File: src/pgsm_pkg.sv
// Shared codes, widths and handshake structs for the position goal settle monitor.
package pgsm_pkg;

  // Operation codes carried by in_op.
  localparam logic [1:0] OP_VELOCITY = 2'd0;
  localparam logic [1:0] OP_START    = 2'd1;
  localparam logic [1:0] OP_CHECK    = 2'd2;
  localparam logic [1:0] OP_CANCEL   = 2'd3;

  // Result status codes carried by out_status.
  localparam logic [2:0] STS_VEL_SET   = 3'd0;
  localparam logic [2:0] STS_ACCEPTED  = 3'd1;
  localparam logic [2:0] STS_REJECTED  = 3'd2;
  localparam logic [2:0] STS_FEEDBACK  = 3'd3;
  localparam logic [2:0] STS_SUCCEEDED = 3'd4;
  localparam logic [2:0] STS_CANCELED  = 3'd5;
  localparam logic [2:0] STS_IGNORED   = 3'd6;

  // Percent divider sizing: 100 * moved needs 39 bits, the remainder is
  // compared against the divisor shifted up by PCT_QBITS - 1.
  localparam int PCT_QBITS = 11;
  localparam int NUM_W     = 32 + PCT_QBITS - 1;
  localparam logic [9:0] PCT_MAX = 10'd1023;

  // Controller to datapath commands.
  typedef struct packed {
    logic load_in;
    logic exec;
    logic mul;
    logic div_step;
    logic load_out;
  } pgsm_cmd_t;

  // Datapath to controller status.
  typedef struct packed {
    logic need_div;
    logic div_last;
  } pgsm_sts_t;

endpackage

File: src/pgsm_ctrl.sv
// Controller state machine: input and output handshakes and step sequencing.
module pgsm_ctrl import pgsm_pkg::*; (
  input  logic      clk,
  input  logic      rst_n,
  input  logic      in_valid,
  output logic      in_stall,
  output logic      out_valid,
  input  logic      out_stall,
  input  pgsm_sts_t sts,
  output pgsm_cmd_t cmd
);

  localparam logic [2:0] S_IDLE = 3'd0;
  localparam logic [2:0] S_EXEC = 3'd1;
  localparam logic [2:0] S_MUL  = 3'd2;
  localparam logic [2:0] S_DIV  = 3'd3;
  localparam logic [2:0] S_OUT  = 3'd4;

  logic [2:0] state_r, state_nxt;
  logic       out_valid_r, out_valid_nxt;
  logic       out_free;

  assign in_stall  = (state_r != S_IDLE);
  assign out_valid = out_valid_r;
  // The output register can take a new word when empty or being drained.
  assign out_free  = !out_valid_r || !out_stall;

  // Next state and commands.
  always_comb begin
    state_nxt = state_r;
    cmd       = '0;
    case (state_r)
      S_IDLE: begin
        if (in_valid) begin
          cmd.load_in = 1'b1;
          state_nxt   = S_EXEC;
        end
      end
      S_EXEC: begin
        cmd.exec  = 1'b1;
        state_nxt = sts.need_div ? S_MUL : S_OUT;
      end
      S_MUL: begin
        cmd.mul   = 1'b1;
        state_nxt = S_DIV;
      end
      S_DIV: begin
        cmd.div_step = 1'b1;
        if (sts.div_last) begin
          state_nxt = S_OUT;
        end
      end
      S_OUT: begin
        if (out_free) begin
          cmd.load_out = 1'b1;
          state_nxt    = S_IDLE;
        end
      end
      default: begin
        state_nxt = S_IDLE;
      end
    endcase
  end

  // Output valid flag follows loads and drains.
  always_comb begin
    out_valid_nxt = out_valid_r;
    if (cmd.load_out) begin
      out_valid_nxt = 1'b1;
    end else if (!out_stall) begin
      out_valid_nxt = 1'b0;
    end
  end

  always_ff @(posedge clk) begin
    if (!rst_n) begin
      state_r     <= S_IDLE;
      out_valid_r <= 1'b0;
    end else begin
      state_r     <= state_nxt;
      out_valid_r <= out_valid_nxt;
    end
  end

endmodule

File: src/pgsm_dp.sv
// Datapath: goal state, step evaluation, serial percent divider and output word.
module pgsm_dp import pgsm_pkg::*; (
  input  logic               clk,
  input  logic               rst_n,
  input  pgsm_cmd_t          cmd,
  output pgsm_sts_t          sts,
  input  logic               cfg_wr_en,
  input  logic [7:0]         cfg_wr_data,
  input  logic [1:0]         in_op,
  input  logic signed [31:0] in_velocity_command,
  input  logic signed [31:0] in_target_position,
  input  logic [30:0]        in_tolerance,
  input  logic [15:0]        in_timeout_ticks,
  input  logic signed [31:0] in_current_position,
  output logic [2:0]         out_status,
  output logic signed [31:0] out_final_position,
  output logic [31:0]        out_position_error,
  output logic [15:0]        out_elapsed_ticks,
  output logic [9:0]         out_percent_complete,
  output logic               out_drive_mode,
  output logic signed [31:0] out_drive_target
);

  // Magnitude of a - b; always fits in 32 bits.
  function automatic logic [31:0] absdiff(input logic signed [31:0] a,
                                          input logic signed [31:0] b);
    logic signed [32:0] d;
    logic signed [32:0] m;
    begin
      d = {a[31], a} - {b[31], b};
      m = d[32] ? -d : d;
      return m[31:0];
    end
  endfunction

  // Configuration register.
  logic [7:0] stable_req_r;

  // Captured input word.
  logic [1:0]         op_r;
  logic signed [31:0] vel_r, tgt_r, cur_r;
  logic [30:0]        tol_r;
  logic [15:0]        tmo_r;

  // Goal state.
  logic               goal_active_r, goal_active_nxt;
  logic signed [31:0] held_vel_r, held_vel_nxt;
  logic signed [31:0] held_tgt_r, held_tgt_nxt;
  logic [30:0]        held_tol_r, held_tol_nxt;
  logic [15:0]        held_tmo_r, held_tmo_nxt;
  logic signed [31:0] start_pos_r, start_pos_nxt;
  logic [7:0]         stable_cnt_r, stable_cnt_nxt;
  logic [15:0]        tick_cnt_r, tick_cnt_nxt;

  // Staged result of the step.
  logic [2:0]         res_status_r, res_status_nxt;
  logic signed [31:0] res_fpos_r, res_fpos_nxt;
  logic [31:0]        res_err_r, res_err_nxt;
  logic [15:0]        res_elapsed_r, res_elapsed_nxt;

  // Divider operands and state.
  logic [31:0]      moved_r, dist_r;
  logic [NUM_W-1:0] rem_r, dsh_r;
  logic [PCT_QBITS-1:0] quo_r;
  logic [3:0]       cnt_r;
  logic             dist_zero_r, moved_zero_r;
  logic [38:0]      num_prod;
  logic             q_bit;
  logic [9:0]       pct;

  // Output register.
  logic [2:0]         out_status_r;
  logic signed [31:0] out_fpos_r, out_target_r;
  logic [31:0]        out_err_r;
  logic [15:0]        out_elapsed_r;
  logic [9:0]         out_pct_r;
  logic               out_mode_r;

  // Step evaluation terms.
  logic [31:0] err;
  logic [15:0] tick_inc;
  logic        timed_out;
  logic [7:0]  stable_inc;
  logic        need_div;
  logic        div_last;

  always_ff @(posedge clk) begin
    if (!rst_n) begin
      stable_req_r <= 8'd1;
    end else if (cfg_wr_en) begin
      stable_req_r <= cfg_wr_data;
    end
  end

  // Capture the accepted input word.
  always_ff @(posedge clk) begin
    if (cmd.load_in) begin
      op_r  <= in_op;
      vel_r <= in_velocity_command;
      tgt_r <= in_target_position;
      tol_r <= in_tolerance;
      tmo_r <= in_timeout_ticks;
      cur_r <= in_current_position;
    end
  end

  // Check tick terms.
  always_comb begin
    err        = absdiff(cur_r, held_tgt_r);
    tick_inc   = (tick_cnt_r == 16'hFFFF) ? tick_cnt_r : tick_cnt_r + 16'd1;
    timed_out  = (held_tmo_r != 16'd0) && (tick_inc >= held_tmo_r);
    if (err <= {1'b0, held_tol_r}) begin
      stable_inc = (stable_cnt_r == 8'hFF) ? stable_cnt_r : stable_cnt_r + 8'd1;
    end else begin
      stable_inc = 8'd0;
    end
  end

  // Next goal state and staged result for one word.
  always_comb begin
    goal_active_nxt = goal_active_r;
    held_vel_nxt    = held_vel_r;
    held_tgt_nxt    = held_tgt_r;
    held_tol_nxt    = held_tol_r;
    held_tmo_nxt    = held_tmo_r;
    start_pos_nxt   = start_pos_r;
    stable_cnt_nxt  = stable_cnt_r;
    tick_cnt_nxt    = tick_cnt_r;
    res_status_nxt  = STS_IGNORED;
    res_fpos_nxt    = '0;
    res_err_nxt     = '0;
    res_elapsed_nxt = '0;
    need_div        = 1'b0;
    case (op_r)
      OP_VELOCITY: begin
        held_vel_nxt   = vel_r;
        res_status_nxt = STS_VEL_SET;
      end
      OP_START: begin
        if (goal_active_r) begin
          res_status_nxt = STS_REJECTED;
        end else begin
          held_tgt_nxt    = tgt_r;
          held_tol_nxt    = tol_r;
          held_tmo_nxt    = tmo_r;
          start_pos_nxt   = cur_r;
          stable_cnt_nxt  = '0;
          tick_cnt_nxt    = '0;
          goal_active_nxt = 1'b1;
          res_status_nxt  = STS_ACCEPTED;
        end
      end
      OP_CHECK: begin
        if (goal_active_r) begin
          res_fpos_nxt    = cur_r;
          res_err_nxt     = err;
          tick_cnt_nxt    = tick_inc;
          res_elapsed_nxt = tick_inc;
          if (timed_out) begin
            goal_active_nxt = 1'b0;
            res_status_nxt  = STS_CANCELED;
          end else begin
            stable_cnt_nxt = stable_inc;
            if (stable_inc >= stable_req_r) begin
              goal_active_nxt = 1'b0;
              res_status_nxt  = STS_SUCCEEDED;
            end else begin
              res_status_nxt = STS_FEEDBACK;
              need_div       = 1'b1;
            end
          end
        end
      end
      OP_CANCEL: begin
        if (goal_active_r) begin
          res_fpos_nxt    = cur_r;
          res_err_nxt     = err;
          res_elapsed_nxt = tick_cnt_r;
          goal_active_nxt = 1'b0;
          res_status_nxt  = STS_CANCELED;
        end
      end
      default: begin
        res_status_nxt = STS_IGNORED;
      end
    endcase
  end

  always_ff @(posedge clk) begin
    if (!rst_n) begin
      goal_active_r <= 1'b0;
      held_vel_r    <= '0;
      held_tgt_r    <= '0;
      held_tol_r    <= '0;
      held_tmo_r    <= '0;
      start_pos_r   <= '0;
      stable_cnt_r  <= '0;
      tick_cnt_r    <= '0;
    end else if (cmd.exec) begin
      goal_active_r <= goal_active_nxt;
      held_vel_r    <= held_vel_nxt;
      held_tgt_r    <= held_tgt_nxt;
      held_tol_r    <= held_tol_nxt;
      held_tmo_r    <= held_tmo_nxt;
      start_pos_r   <= start_pos_nxt;
      stable_cnt_r  <= stable_cnt_nxt;
      tick_cnt_r    <= tick_cnt_nxt;
    end
  end

  // Staged result and divider operands, taken during evaluation.
  always_ff @(posedge clk) begin
    if (cmd.exec) begin
      res_status_r  <= res_status_nxt;
      res_fpos_r    <= res_fpos_nxt;
      res_err_r     <= res_err_nxt;
      res_elapsed_r <= res_elapsed_nxt;
      moved_r       <= absdiff(cur_r, start_pos_r);
      dist_r        <= absdiff(held_tgt_r, start_pos_r);
    end
  end

  // Serial restoring divider: 100 * moved / dist, one quotient bit a cycle.
  assign num_prod = {7'd0, moved_r} * 39'd100;
  assign q_bit    = (rem_r >= dsh_r);
  assign div_last = (cnt_r == 4'd0);

  // Status back to the controller.
  assign sts = {need_div, div_last};

  always_ff @(posedge clk) begin
    if (cmd.mul) begin
      rem_r        <= {{(NUM_W - 39){1'b0}}, num_prod};
      dsh_r        <= {dist_r, {(PCT_QBITS - 1){1'b0}}};
      quo_r        <= '0;
      cnt_r        <= 4'(PCT_QBITS - 1);
      dist_zero_r  <= (dist_r == 32'd0);
      moved_zero_r <= (moved_r == 32'd0);
    end else if (cmd.div_step) begin
      if (q_bit) begin
        rem_r <= rem_r - dsh_r;
      end
      dsh_r <= dsh_r >> 1;
      quo_r <= {quo_r[PCT_QBITS-2:0], q_bit};
      cnt_r <= cnt_r - 4'd1;
    end
  end

  // Percent with saturation and the zero distance case.
  always_comb begin
    if (dist_zero_r) begin
      pct = moved_zero_r ? 10'd0 : PCT_MAX;
    end else if (quo_r[PCT_QBITS-1]) begin
      pct = PCT_MAX;
    end else begin
      pct = quo_r[9:0];
    end
  end

  // Output register; drive fields reflect the goal state after the step.
  always_ff @(posedge clk) begin
    if (cmd.load_out) begin
      out_status_r  <= res_status_r;
      out_fpos_r    <= res_fpos_r;
      out_err_r     <= res_err_r;
      out_elapsed_r <= res_elapsed_r;
      out_pct_r     <= (res_status_r == STS_FEEDBACK) ? pct : 10'd0;
      out_mode_r    <= goal_active_r;
      out_target_r  <= goal_active_r ? held_tgt_r : held_vel_r;
    end
  end

  assign out_status           = out_status_r;
  assign out_final_position   = out_fpos_r;
  assign out_position_error   = out_err_r;
  assign out_elapsed_ticks    = out_elapsed_r;
  assign out_percent_complete = out_pct_r;
  assign out_drive_mode       = out_mode_r;
  assign out_drive_target     = out_target_r;

endmodule

File: src/position_goal_settle_monitor.sv
// Top level of the wheel drive mode and position goal settle monitor.
//
// Usage: one input word per operation (velocity command, start goal, check
// tick, cancel) on the in_ channel, each answered by exactly one result word
// on the out_ channel. A word is accepted when in_valid is high and in_stall
// is low; a result is taken when out_valid is high and out_stall is low.
// The settle check count is written through cfg_wr_en / cfg_wr_data while idle.
//
// A feedback check runs the percent divider, one quotient bit per cycle over
// 11 bits, before its result is registered; every other operation skips the
// divider. One word is in work at a time: a new word is taken only once the
// previous result has been loaded into the output register.
//
// Reset clears the goal state, the held targets and the output valid flag and
// sets the settle check count to 1. While out_stall holds a result, the next
// word may still be accepted and evaluated; it waits before the output
// register until the held result is taken.
module position_goal_settle_monitor import pgsm_pkg::*; (
  input  logic               clk,
  input  logic               rst_n,
  input  logic               cfg_wr_en,
  input  logic [7:0]         cfg_wr_data,
  input  logic               in_valid,
  output logic               in_stall,
  input  logic [1:0]         in_op,
  input  logic signed [31:0] in_velocity_command,
  input  logic signed [31:0] in_target_position,
  input  logic [30:0]        in_tolerance,
  input  logic [15:0]        in_timeout_ticks,
  input  logic signed [31:0] in_current_position,
  output logic               out_valid,
  input  logic               out_stall,
  output logic [2:0]         out_status,
  output logic signed [31:0] out_final_position,
  output logic [31:0]        out_position_error,
  output logic [15:0]        out_elapsed_ticks,
  output logic [9:0]         out_percent_complete,
  output logic               out_drive_mode,
  output logic signed [31:0] out_drive_target
);

  pgsm_cmd_t cmd;
  pgsm_sts_t sts;

  pgsm_ctrl u_ctrl (
    .clk       (clk),
    .rst_n     (rst_n),
    .in_valid  (in_valid),
    .in_stall  (in_stall),
    .out_valid (out_valid),
    .out_stall (out_stall),
    .sts       (sts),
    .cmd       (cmd)
  );

  pgsm_dp u_dp (
    .clk                  (clk),
    .rst_n                (rst_n),
    .cmd                  (cmd),
    .sts                  (sts),
    .cfg_wr_en            (cfg_wr_en),
    .cfg_wr_data          (cfg_wr_data),
    .in_op                (in_op),
    .in_velocity_command  (in_velocity_command),
    .in_target_position   (in_target_position),
    .in_tolerance         (in_tolerance),
    .in_timeout_ticks     (in_timeout_ticks),
    .in_current_position  (in_current_position),
    .out_status           (out_status),
    .out_final_position   (out_final_position),
    .out_position_error   (out_position_error),
    .out_elapsed_ticks    (out_elapsed_ticks),
    .out_percent_complete (out_percent_complete),
    .out_drive_mode       (out_drive_mode),
    .out_drive_target     (out_drive_target)
  );

`ifndef NO_ASSERTIONS
  // An accepted word keeps the block busy on the following cycle.
  a_busy_after_accept: assert property (@(posedge clk) disable iff (!rst_n)
    (in_valid && !in_stall) |=> in_stall)
    else $error("input accepted while previous word still in work");

  // A finished goal always hands the drive back to velocity mode.
  a_end_velocity_mode: assert property (@(posedge clk) disable iff (!rst_n)
    (out_valid && (out_status == STS_SUCCEEDED || out_status == STS_CANCELED))
      |-> !out_drive_mode)
    else $error("goal ended but drive still in position mode");

  // Percent complete is only reported with feedback.
  a_pct_feedback_only: assert property (@(posedge clk) disable iff (!rst_n)
    (out_valid && out_status != STS_FEEDBACK) |-> (out_percent_complete == 10'd0))
    else $error("percent complete nonzero outside feedback");

  // Feedback is only given while a goal stays active.
  a_feedback_active: assert property (@(posedge clk) disable iff (!rst_n)
    (out_valid && out_status == STS_FEEDBACK) |-> out_drive_mode)
    else $error("feedback reported without an active goal");
`endif

endmodule

File: config.mk
export PLATFORM = sky130hd
export DESIGN_NAME = position_goal_settle_monitor
export DESIGN_NICKNAME = d
export VERILOG_FILES = /design/src/pgsm_pkg.sv /design/src/pgsm_ctrl.sv /design/src/pgsm_dp.sv /design/src/position_goal_settle_monitor.sv
export SDC_FILE = /design/constraint.sdc
export NUM_CORES = 2
export LEC_CHECK = 0
export BUFFER_PORTS_ARGS = -buffer_cell sky130_fd_sc_hd__buf_2
export CAP_MARGIN = 10
export CORE_MARGIN = 3
export CORE_UTILIZATION = 65
export CTS_CLUSTER_DIAMETER = 80
export DETAILED_ROUTE_END_ITERATION = 10
export PLACE_DENSITY_LB_ADDON = 0.1
export SYNTH_ARGS = -nofsm -noshare
export SYNTH_HDL_FRONTEND = slang
export SYNTH_HIERARCHICAL = 1
export SYNTH_SLANG_ARGS = --single-unit
File: constraint.sdc
create_clock -name clk -period 26.5 [get_ports clk]
set_clock_uncertainty 0.2 [all_clocks]
set_input_delay 1.325 -clock clk [delete_from_list [all_inputs] [get_ports clk]]
set_output_delay 1.325 -clock clk [all_outputs]
set_load 0.005 [all_outputs]
==> flow_summary_export.csv <==
group,metric,value,unit
status,status,"completed",
finish,fill_cells,4311,
setup_path,cp_max_fo,9,
setup_path,crit_path_start_kind,"flip-flop",
global_routing,grt.met3_usage,5.186,%
placed_design,detailedPlace.worstSlack,18090,ps
finish,num-nets-final,4719,
global_routing,grt_pass1_wl,165.2,mm
setup_path,worst-setup-path-type,"reg -> reg",
synth,ys_types,84,
synth,synth-main-ff-cell,"edfxtp_1",
floorplan,top_level_ports,286,
min_path,hp-class,"reg -> reg",
placed_design,place_area,41650,sq um
synth,syn-num-nets,4484,
setup_path,cp.required,26820,ps
timing,tns,0,ps
floorplan,dieHeight,252.7,um
synth,synth_simple_gate_area_share,13.81,%
placed_design,port-buffer-count,285,
global_routing,track_usage,33.40,%
finish,utilization,74.02,%
timing,period_minus_slack,8731,ps
power,finalPower,3.040,mW
finish,final_cells,5049,
timing,setup_viol,0,
setup_path,cpMaxStageDelayCell,"o311ai_0",
clocking,clock_latency,630,ps
finish,seqCellArea,18890,sq um
timing,hold_viol_final,0,
power,power_density,68.94,nW/um^2
global_routing,grtUsageMet1,45.00,%
clocking,clockRootBuffer,"clkbuf_16",
placed_design,dp.cells,4914,
synth,synthAdderAreaFrac,11.53,%
drt,drt_iter0_drc,3098,
floorplan,die-area,63860,sq um
clocking,tritoncts,"yes",
synth,yosysSeqAreaShare,47.74,%
placed_design,hpwl,79.54,mm
timing,tightest_slew,1181,ps
drt,wl_per_cell,21.35,um
floorplan,die_w,252.7,um
power,p_leak,17.69,nW
clocking,numCtsBuffers,72,
setup_path,cpMostUsedCell,"o21ai_0",
clocking,cts_buffer_depth,3,
synth,ys_warn_count,6,
timing,period_share,32.95,%
timing,final-max-slew-violation-count,0,
drt,drtAntennaViolNets,0,
synth,synth_xor_area_share,5.417,%
synth,synth_area,39560,sq um
clocking,ctsResizeCount,0,
synth,synth_top_family_by_area,"compound AO/OA/AOI/OAI gates",
synth,synth_edf_count,489,
setup_path,r2r_slack,17770,ps
global_routing,busiest_layer,"met2",
clocking,post_cts.repair.setup_buffers,0,
synth,synth.area.mux_share,2.113,%
floorplan,row_count,89,
clocking,clock-sinks,699,
power,peakVddDrop,0.06778,mV
drt,drcViolationCount,0,
global_routing,antenna_found_initial,5,
synth,avgSynthCellArea,9.940,sq um
drt,vias,30822,
floorplan,core-area,59580,sq um
synth,synth_compound_area_share,14.54,%
timing,max_freq,114.5,MHz
timing,timing.final.ws_setup,17770,ps
finish,area_delta_synth_final,11.46,%
setup_path,critical_path.max_stage_delay,820,ps
synth,synthArstFlopShare,0,%
drt,vias_per_cell,6.105,
synth,synth_seq_cells,699,
finish,multi_input_area,18820,sq um
setup_path,crit_arrival,9050,ps
job,maxCapViolations,0,
drt,wl,107.8,mm
global_routing,grt-ovfl-total,0,
drt,drt_pass1_iterations,6,
global_routing,grt_start_max_net_pins,151,
clocking,htree_levels,3,
clocking,cts_hold_buf,0,
placed_design,gp_congestion,0.9970,
global_routing,use_met2,54.81,%
timing,holdWs,215.8,ps
global_routing,grt_pass1_vias,29407,
finish,layout-drive-gt1-share,11.65,%
finish,fin_area,44100,sq um
clocking,clk_pin_slew,60,ps
synth,synth_cells,3980,
floorplan,floorplan.initialDensity,66.41,%
setup_path,crit_path_end_kind,"flip-flop",
timing,slew_headroom,20.78,%
timing,rsz0062_at_grt,"no",
[path summary, 6_finish.rpt]
| check | from | end | cells past startpoint |
|---|---|---|---|
| worst min-delay path | u_dp/res_elapsed_r[14]$_DFFE_PP_ | u_dp/out_elapsed_ticks[14]$_DFFE_PP_ | 0 |
| worst max-delay path | u_dp/cur_r[2]$_DFFE_PP_ | u_ctrl/state_r[2]$_SDFFE_PN0P_ | 37 |
| worst max register to register | u_dp/cur_r[2]$_DFFE_PP_ | u_ctrl/state_r[2]$_SDFFE_PN0P_ | 37 |
| worst min register to register | u_dp/res_elapsed_r[14]$_DFFE_PP_ | u_dp/out_elapsed_ticks[14]$_DFFE_PP_ | 0 |
[report_power, final]
group          total [mW]  switching, mW  internal [mW]
clock                1.05          0.440          0.607
combinational       0.725          0.445          0.280
sequential           1.27         0.0316           1.24
total                3.04          0.916           2.12
[critical path: cells and delay by family (launching register included)]
kind	cells	cell delay, ps
xor+xnor	1	150
flops	1	450
compound gates	18	4220
simple gates	15	2660
fa+ha+maj	3	930
[cells in the final DEF, fill, tap and decap left out, drive strengths merged, types with 55 or more instances in the layout]
cell | synthesis | routed
nand2 | 524 | 524
edfxtp | 489 | 489
a21oi | 370 | 370
inv | 360 | 365
ha | 315 | 315
buf | 10 | 309
nor2 | 235 | 235
dfxtp | 210 | 210
o21ai | 162 | 162
xnor2 | 148 | 148
a21o | 104 | 104
xor2 | 94 | 94
clkbuf | 138 | 93
and3 | 58 | 58
nor2b | 55 | 55
[cell type report]
class                      instances  share of cell area (%)
multi-input combinational       2773                   42.67
inverter                         360                   3.076
clock inverter                    40                   1.121
antenna                            2                 0.01135
tap                              773                   2.193
sequential                       699                   42.83
timing repair buffer             309                   3.671
clock buffer                      93                   4.423
[cells in the mapped netlist, types with 31 or more instances]
cell type,instances,area (sq um)
edfxtp_1,489,14680
o21ai_0,150,750.7
a21o_1,104,780.8
fa_1,31,620.6
clkbuf_1,138,518.0
nand2b_1,40,250.2
ha_1,315,3941
xor2_1,94,823.3
mux2i_1,43,430.4
nor2_1,235,882.1
mux2_2,36,405.4
o21a_1,41,307.8
nand4_1,41,256.5
and3_1,58,362.9
nor3_1,39,195.2
dfxtp_1,210,4204
a21oi_1,370,1852
nor2b_1,55,344.1
nand3_1,53,265.3
nand2_1,524,1967
xnor2_1,148,1296
o31ai_1,34,255.2
inv_1,360,1351
[routing by layer]
layer,wire length [um],vias up,share of wire [%]
li1,-,14559,-
met1,44530,14755,41
met2,50910,1277,47
met4,4512,4,4.2
met5,25,-,0.023
met3,7814,227,7.2
[cell families after synthesis]
kind of cell,Yosys count
and+or+nand+nor,1180
AOI/OAI and AO/OA,925
DFF,699
buffers and inverters,508
adders and majority gates,346
xor gates and xnor gates,243
muxes,79
[registers in the layout, indices dropped and copies added, names as in the netlist, 10 cells and up]
| signal | cells |
|---|---|
| u_dp/held_vel_r | 32 |
| u_dp/tgt_r | 32 |
| u_dp/res_fpos_r | 32 |
| u_dp/out_percent_complete | 10 |
| u_dp/tick_cnt_r | 16 |
| u_dp/tmo_r | 16 |
| u_dp/out_drive_target | 32 |
| u_dp/moved_r | 32 |
| u_dp/dsh_r | 42 |
| u_dp/tol_r | 31 |
| u_dp/cur_r | 32 |
| u_dp/held_tol_r | 31 |
| u_dp/dist_r | 32 |
| u_dp/held_tmo_r | 16 |
| u_dp/res_err_r | 32 |
| u_dp/held_tgt_r | 32 |
| u_dp/res_elapsed_r | 16 |
| u_dp/out_elapsed_ticks | 16 |
| u_dp/out_final_position | 32 |
| u_dp/start_pos_r | 32 |
| u_dp/vel_r | 32 |
| u_dp/quo_r | 11 |
| u_dp/out_position_error | 32 |
| u_dp/rem_r | 42 |
Note: power is estimated with default switching activity, not from simulation.
